[src/lru_hit_count_admission_assert.svh]
// Assertion shorthands shared by the admission filter RTL.
// Both expect clk and rst_n in scope.
`ifndef LRU_HIT_COUNT_ADMISSION_ASSERT_SVH
`define LRU_HIT_COUNT_ADMISSION_ASSERT_SVH

// Property that must hold at every clock edge outside reset.
`define LHCA_ASSERT(label, prop, msg) \
    label: assert property (@(posedge clk) disable iff (!rst_n) (prop)) \
        else $error(msg);

// Same-cycle implication.
`define LHCA_IMPLY(label, ante, cons, msg) \
    label: assert property (@(posedge clk) disable iff (!rst_n) (ante) |-> (cons)) \
        else $error(msg);

`endif

[src/lhca_pkg.sv]
`default_nettype none

package lhca_pkg;

    // configuration register indexes and widths
    localparam int CFG_ADDR_BITS = 2;
    localparam int CFG_DATA_BITS = 16;
    localparam int LIMIT_BITS    = 11;
    localparam int THRESH_BITS   = 16;

    localparam logic [CFG_ADDR_BITS-1:0] CFG_MODE   = 2'd0;
    localparam logic [CFG_ADDR_BITS-1:0] CFG_LIMIT  = 2'd1;
    localparam logic [CFG_ADDR_BITS-1:0] CFG_THRESH = 2'd2;

    localparam logic                   RESET_MODE   = 1'b1;
    localparam logic [LIMIT_BITS-1:0]  RESET_LIMIT  = 11'd1000;
    localparam logic [THRESH_BITS-1:0] RESET_THRESH = 16'd10;
    localparam int                     MIN_BUCKETS  = 10;

    // reduction tree fan-in at its first stage
    localparam int GROUP = 16;

    typedef enum logic [1:0] {
        S_IDLE,
        S_GROUP,
        S_MERGE,
        S_APPLY
    } state_t;

    typedef enum logic [1:0] {
        OP_HOLD,
        OP_FRONT,
        OP_PULL
    } cell_op_t;

    typedef struct packed {
        logic     probe;
        cell_op_t op;
    } cell_cmd_t;

endpackage

`default_nettype wire

[src/lhca_cell.sv]
`default_nettype none

// One rank of the recency list. Cell 0 is most recent.
module lhca_cell #(
    parameter int IDX        = 0,
    parameter int KEY_BITS   = 64,
    parameter int COUNT_BITS = 16,
    parameter int IDX_W      = 10,
    parameter int OCC_W      = 11
) (
    input  wire                         clk,
    input  wire                         rst_n,
    input  wire lhca_pkg::cell_cmd_t    cmd,
    input  wire logic [IDX_W-1:0]       sel,
    input  wire logic [OCC_W-1:0]       occ,
    input  wire logic [KEY_BITS-1:0]    req_key,
    input  wire logic [KEY_BITS-1:0]    head_key,
    input  wire logic [COUNT_BITS-1:0]  head_count,
    input  wire logic [KEY_BITS-1:0]    prev_key,
    input  wire logic [COUNT_BITS-1:0]  prev_count,
    input  wire logic [KEY_BITS-1:0]    next_key,
    input  wire logic [COUNT_BITS-1:0]  next_count,
    output logic [KEY_BITS-1:0]         entry_key,
    output logic [COUNT_BITS-1:0]       entry_count,
    output logic                        hit
);

    localparam logic [IDX_W-1:0] POS     = IDX_W'(IDX);
    localparam logic [OCC_W-1:0] POS_OCC = OCC_W'(IDX);

    logic [KEY_BITS-1:0]   key_reg;
    logic [KEY_BITS-1:0]   key_next;
    logic [COUNT_BITS-1:0] count_reg;
    logic [COUNT_BITS-1:0] count_next;
    logic                  hit_reg;
    logic                  valid;

    // occupancy is contiguous from rank 0
    assign valid = POS_OCC < occ;

    always_ff @(posedge clk or negedge rst_n)
    begin
        if (!rst_n)
        begin
            hit_reg <= 1'b0;
        end
        else if (cmd.probe)
        begin
            hit_reg <= valid && (key_reg == req_key);
        end
    end

    always_comb
    begin
        key_next   = key_reg;
        count_next = count_reg;
        case (cmd.op)
            lhca_pkg::OP_FRONT:
            begin
                if (POS == '0)
                begin
                    key_next   = head_key;
                    count_next = head_count;
                end
                else if (POS <= sel)
                begin
                    key_next   = prev_key;
                    count_next = prev_count;
                end
            end
            lhca_pkg::OP_PULL:
            begin
                if (POS >= sel)
                begin
                    key_next   = next_key;
                    count_next = next_count;
                end
            end
            default:
            begin
                key_next   = key_reg;
                count_next = count_reg;
            end
        endcase
    end

    always_ff @(posedge clk)
    begin
        key_reg   <= key_next;
        count_reg <= count_next;
    end

    assign entry_key   = key_reg;
    assign entry_count = count_reg;
    assign hit         = hit_reg;

endmodule

`default_nettype wire

[config.mk]
export PLATFORM = sky130hd
export DESIGN_NAME = lhca_cell
export DESIGN_NICKNAME = d
export VERILOG_FILES = /design/src/lru_hit_count_admission_assert.svh /design/src/lhca_pkg.sv /design/src/lhca_cell.sv
export SDC_FILE = /design/constraint.sdc
export NUM_CORES = 1
export LEC_CHECK = 0
export ABC_AREA = 1
export BUFFER_PORTS_ARGS = -buffer_cell sky130_fd_sc_hd__clkbuf_2
export CORE_AREA = 5 5 159 161
export CTS_CLUSTER_DIAMETER = 40
export DETAILED_ROUTE_END_ITERATION = 8
export DIE_AREA = 0 0 164 166
export GPL_TIMING_DRIVEN = 0
export PLACE_DENSITY = 0.6
export SETUP_SLACK_MARGIN = 0.02
export SLEW_MARGIN = 20
export SYNTH_ARGS = -nofsm -noshare
export SYNTH_HDL_FRONTEND = slang
export SYNTH_SLANG_ARGS = --single-unit
[constraint.sdc]
create_clock -name clk -period 2.89 [get_ports clk]
set_input_delay 0.1445 -clock clk [delete_from_list [all_inputs] [get_ports clk]]
set_output_delay 0.1445 -clock clk [all_outputs]
set_load 0.05 [all_outputs]
==> results.sh, run 1 <==
export IMPL_placed_cells=1105
export IMPL_dp_hpwl_mm=13.89
export IMPL_clock_path_buffers=2
export IMPL_synth_warnings=0
export IMPL_avgSynthCellArea_um2=11.12
export IMPL_place_congestion=0.8138
export IMPL_cts_buffers=9
export IMPL_total_power_mw=3.559
export IMPL_crit_required_ps=2910
export IMPL_grtUsageTotal_pct=11.54
export IMPL_rr_worst_depth=9
export IMPL_n_antenna_cell=0
export IMPL_layout_common_cells="clkbuf_2, nand2_1, edfxtp_1"
export IMPL_viasPerCell=3.809
export IMPL_ant_nets=0
export IMPL_worst_slew_pin_slew_ps=574.1
export IMPL_ys_seq_elements=81
export IMPL_io_buffers=330
export IMPL_slew_headroom_pct=61.73
export IMPL_antenna_found_initial=2
export IMPL_drive_above_1_share_pct=54.76
export IMPL_vdd_drop_max_uv=208.0
export IMPL_synth_area_leaders="edfxtp_1, mux2_4, nand2_1, inv_1, nor2_1"
export IMPL_start_util_pct=21.00
export IMPL_setup_viol=0
export IMPL_finalWirelength_mm=16.18
export IMPL_final_common_cell="clkbuf_2"
export IMPL_wire_per_inst_um=14.42
export IMPL_die_h_um=166
export IMPL_min_period_over_period_pct=63.57
export IMPL_crit_path_end_kind="flip-flop"
export IMPL_syn_to_final_growth_pct=47.77
export IMPL_worstPathMaxFanout=41
export IMPL_synth_cell_types=18
export IMPL_netlist_area_um2=5002
export IMPL_status="completed"
export IMPL_maxSlewViolCount=0
export IMPL_post_cts_buffers=0
export IMPL_drt_iter0_markers=120
export IMPL_path_class="in2reg"
export IMPL_grt_max_degree=42
export IMPL_largest_reg_flops=64
export IMPL_cts_clk_slew_worst_paths_ps=70
export IMPL_die_area_um2=27220
export IMPL_synth_top_area_share_pct=48.02
export IMPL_chipWidth_um=164
export IMPL_h_tree_depth=3
export IMPL_clkSinkCount=81
export IMPL_drc=0
export IMPL_cts_root_buf="clkbuf_16"
export IMPL_yosysTopAreaCell="edfxtp_1"
export IMPL_grt_overflow=0
export IMPL_core_region_area_um2=23820
export IMPL_finalHoldViolCount=0
export IMPL_skew_ps=7.401
export IMPL_syn_nets=780
export IMPL_fin_crit_ps=1837
export IMPL_yosysSeqAreaShare_pct=48.52
export IMPL_ioPinCount=411
export IMPL_first_global_vias=4493
export IMPL_cp_arrival_ps=1860
export IMPL_synthCells=450
export IMPL_regToRegSetupSlack_ps=1490
export IMPL_dr_total_vias=4274
export IMPL_cap_violations=0
export IMPL_whs_path_depth=2
export IMPL_cp_start_kind="input pin"
export IMPL_nets=1123
export IMPL_cts_tree="done"
export IMPL_max_freq_mhz=544.3
export IMPL_rows=57
export IMPL_leakagePower_nw=3.915
export IMPL_clkLatencyLatePin_ps=340
export IMPL_power_density_nw_per_um2=481.5
export IMPL_grt_pass1_wl_mm=23.89
export IMPL_worst_hold_path_type="in2reg"
export IMPL_grt_setup_unrepaired="false"
export IMPL_dr_pass1_iters=4
export IMPL_fin_cells=1122
==> timing repair <==
action | in CTS | in global routing
gates resized for setup | 0 | 0
hold buffers | 1 | 0
endpoints found under the hold margin | 1 | 0
==> critical path: stages <==
cell and delay, ps:
clkbuf_2 70, inv_1 40, or2_4 230, buf_12 160, buf_12 160, nor3_2 90, nand3_1 150, nand2_4 450
buf_12 310
==> cell families after synthesis <==
group,Yosys count,share of synthesized area [%]
AO/OA/AOI/OAI,17,1.701
XOR/XNOR,19,3.327
buffers and inverters,78,8.779
flip-flops,81,48.52
multiplexers,80,23.94
AND/OR/NAND/NOR,175,13.73
==> cell usage after synthesis (all sizes together) <==
| master | number |
|---|---|
| nand2 | 103 |
| edfxtp | 80 |
| mux2 | 80 |
| inv | 69 |
| nor2 | 58 |
| o21ai | 16 |
| xnor2 | 12 |
| buf | 9 |
| nand3 | 8 |
| xor2 | 7 |
| nor3 | 2 |
| nor4 | 2 |
| a21oi | 1 |
| dfrtp | 1 |
| nand4 | 1 |
| or2 | 1 |
==> area by class of cell <==
class | count | area (µm²)
multi-input combinational | 291 | 2143
inverter | 69 | 259.0
clock inverter | 7 | 70.07
timing repair buffer | 332 | 1682
sequential | 81 | 2427
fill | 2508 | 16430
buffer | 9 | 180.2
clock buffer | 9 | 225.2
tap | 324 | 405.4
==> power breakdown <==
part           leakage (nW)  internal (mW)  total, mW  switching [mW]
combinational          3.01          0.390      0.942           0.552
clock                 0.137          0.669       1.17           0.496
sequential            0.765           1.40       1.45          0.0531
total                  3.92           2.46       3.56            1.10
==> per-layer routing <==
layer  track usage [%]  wire, µm  up-vias
met4             3.647       267        4
met3             3.698      1291       20
li1                  -         -     2166
met1             13.04      6297     1912
met2             20.51      8299      172
met5                 0        26        -
==> final timing paths <==
| check | end | startpoint |
|---|---|---|
| min in group asynchronous | hit | rst_n |
| max reg2reg | hit | entry_key[8] |
| min reg2reg | hit | hit |
| max in group asynchronous | hit | rst_n |
| max | entry_key[21] | cmd[1] |
| min | entry_key[15] | head_key[15] |
==> metrics by stage <==
step | hold WS [ps] | setup TNS (ps) | cell area [µm²] | utilization (%) | setup slack [ps]
after floorplan | -151.1 | 0 | 5005 | - | 601.4
after global placement | -65.06 | -4560 | 7062 | 29.65 | -64.97
after detailed placement | -61.97 | 0 | 7087 | 29.75 | 628.3
after CTS | 72.41 | 0 | 7392 | 31.03 | 1007
after global routing | 77.28 | 0 | 7392 | 31.03 | 917.5
final | 101.2 | 0 | 7392 | 31.03 | 1053
(Power assumes the default switching activity.)
==> inputs of run 2 (changes only) <==
Clock period 2.89 ns to 1.91 ns, I/O delays scaled along.
==> results.sh, run 2 (synthesis results as in run 1) <==
export IMPL_fin_crit_ps=1662
export IMPL_cts_tree="done"
export IMPL_wl_met3_mm=1.128
export IMPL_place_congestion=0.7939
export IMPL_setup_viol=0
export IMPL_cts_buffers=9
export IMPL_ant_nets=0
export IMPL_setup_tns_ps=0
export IMPL_cp_start_kind="input pin"
export IMPL_routed_wl_met2_mm=8.481
export IMPL_layout_common_cells="clkbuf_2, nand2_1, edfxtp_1"
export IMPL_slew_headroom_pct=56.42
export IMPL_worst_hold_path_type="in2reg"
export IMPL_r2r_start="entry_key[8]"
export IMPL_path_class="in2reg"
export IMPL_timing_hold_ws_ps=47.27
export IMPL_regToRegSetupSlack_ps=510
export IMPL_skew_ps=7.474
export IMPL_clock_path_buffers=2
export IMPL_cp_endpoint="entry_key[23]"
export IMPL_start_util_pct=21.00
export IMPL_clkLatencyLatePin_ps=340
export IMPL_drt_iter0_markers=138
export IMPL_viasPerCell=3.831
export IMPL_syn_to_final_growth_pct=47.15
export IMPL_drc=0
export IMPL_wl_met1_mm=6.513
export IMPL_dr_pass1_iters=4
export IMPL_largest_reg_flops=64
export IMPL_die_h_um=166
export IMPL_io_buffers=330
export IMPL_clkSinkCount=81
export IMPL_finalHoldViolCount=0
export IMPL_cap_violations=0
export IMPL_fin_cells=1122
export IMPL_core_region_area_um2=23820
export IMPL_cp_arrival_ps=1630
export IMPL_placed_cells=1104
export IMPL_crit_required_ps=1880
export IMPL_status="completed"
export IMPL_dp_hpwl_mm=13.68
export IMPL_min_period_over_period_pct=87.03
export IMPL_grtUsageTotal_pct=11.60
export IMPL_max_freq_mhz=601.6
export IMPL_grt_max_degree=81
export IMPL_nets=1122
export IMPL_maxSlewViolCount=0
export IMPL_antenna_found_initial=0
export IMPL_grt_setup_unrepaired="false"
export IMPL_rows=57
export IMPL_top_layer="met4"
export IMPL_ioPinCount=411
export IMPL_crit_start="cmd[0]"
export IMPL_leakagePower_nw=3.894
export IMPL_vdd_drop_max_uv=319.2
export IMPL_chipWidth_um=164
export IMPL_die_area_um2=27220
export IMPL_final_common_cell="clkbuf_2"
export IMPL_r2r_end="hit"
export IMPL_power_density_nw_per_um2=718.4
export IMPL_finalWirelength_mm=16.35
export IMPL_rr_worst_depth=9
export IMPL_grt_pass1_wl_mm=24.09
export IMPL_cts_clk_slew_worst_paths_ps=70
export IMPL_h_tree_depth=3
export IMPL_wire_per_inst_um=14.57
export IMPL_drive_above_1_share_pct=54.71
export IMPL_grt_overflow=0
export IMPL_cts_root_buf="clkbuf_16"
export IMPL_worst_slew_pin_slew_ps=653.6
export IMPL_crit_path_end_kind="flip-flop"
export IMPL_first_global_vias=4491
export IMPL_dr_total_vias=4298
export IMPL_worstPathMaxFanout=80
-- run 2: cell types whose count changed in the layout (fill, tap and decap cells not counted), sizes merged --
cell and delta:
buf -1, diode +1, clkbuf +1, clkinvlp +1, bufinv -1, clkinv -1
-- run 2: final cells by class --
class | count | area, µm²
fill | 2530 | 16460
sequential | 81 | 2427
inverter | 69 | 259.0
clock buffer | 10 | 229.0
antenna | 1 | 2.502
clock inverter | 6 | 43.79
timing repair buffer | 331 | 1662
buffer | 9 | 180.2
tap | 324 | 405.4
multi-input combinational | 291 | 2152
-- run 2: power breakdown --
group	leakage, nW	total [mW]	internal (mW)	switching [mW]
combinational	3.01	1.43	0.587	0.845
sequential	0.765	2.20	2.12	0.0813
clock	0.123	1.66	0.885	0.772
-- run 2: routing by layer --
metal	vias to the layer above	GRT usage, %
li1	2166	-
met1	1943	13.27
met2	177	21.10
met3	12	3.053
met4	0	3.246
met5	-	0
-- run 2: per-stage QoR --
stage | util, % | total power [mW] | worst slack [ps] | area, µm²
after global routing | 30.89 | 5.549 | 182.8 | 7358
final | 30.90 | 5.288 | 247.8 | 7361
after CTS | 30.89 | 5.394 | 229.6 | 7358
after global placement | 29.67 | 3.665 | -423.4 | 7067
after detailed placement | 29.67 | 3.687 | -425.8 | 7067
after floorplan | - | 3.164 | 59.43 | 5010
-- run 2: worst min path at each step --
stage / startpoint / to / slack, ps / cells past startpoint
2_1_floorplan: rst_n / hit / -200 / 0
3_3_place_gp: rst_n / hit / -130 / 1
3_5_place_dp: rst_n / hit / -130 / 1
4_1_cts: head_key[38] / entry_key[38] / 20 / 2
5_1_grt: head_key[38] / entry_key[38] / 20 / 2
6_report: head_key[11] / entry_key[11] / 50 / 2
-- run 2: what timing repair did --
| item | 4_1_cts | 5_1_grt |
|---|---|---|
| hold endpoints to repair | 1 | 0 |
| hold buffers | 1 | 0 |
| setup buffers | 0 | 0 |
| endpoints found under the setup margin | 80 | 0 |
| gates resized for setup | 1 | 0 |
-- run 2: critical path, cell delays in order --
cell and delay, ps:
clkbuf_2 100, or2_4 250, buf_12 160, buf_12 160, nor3_2 100, nand3_1 190
nand2_8 530
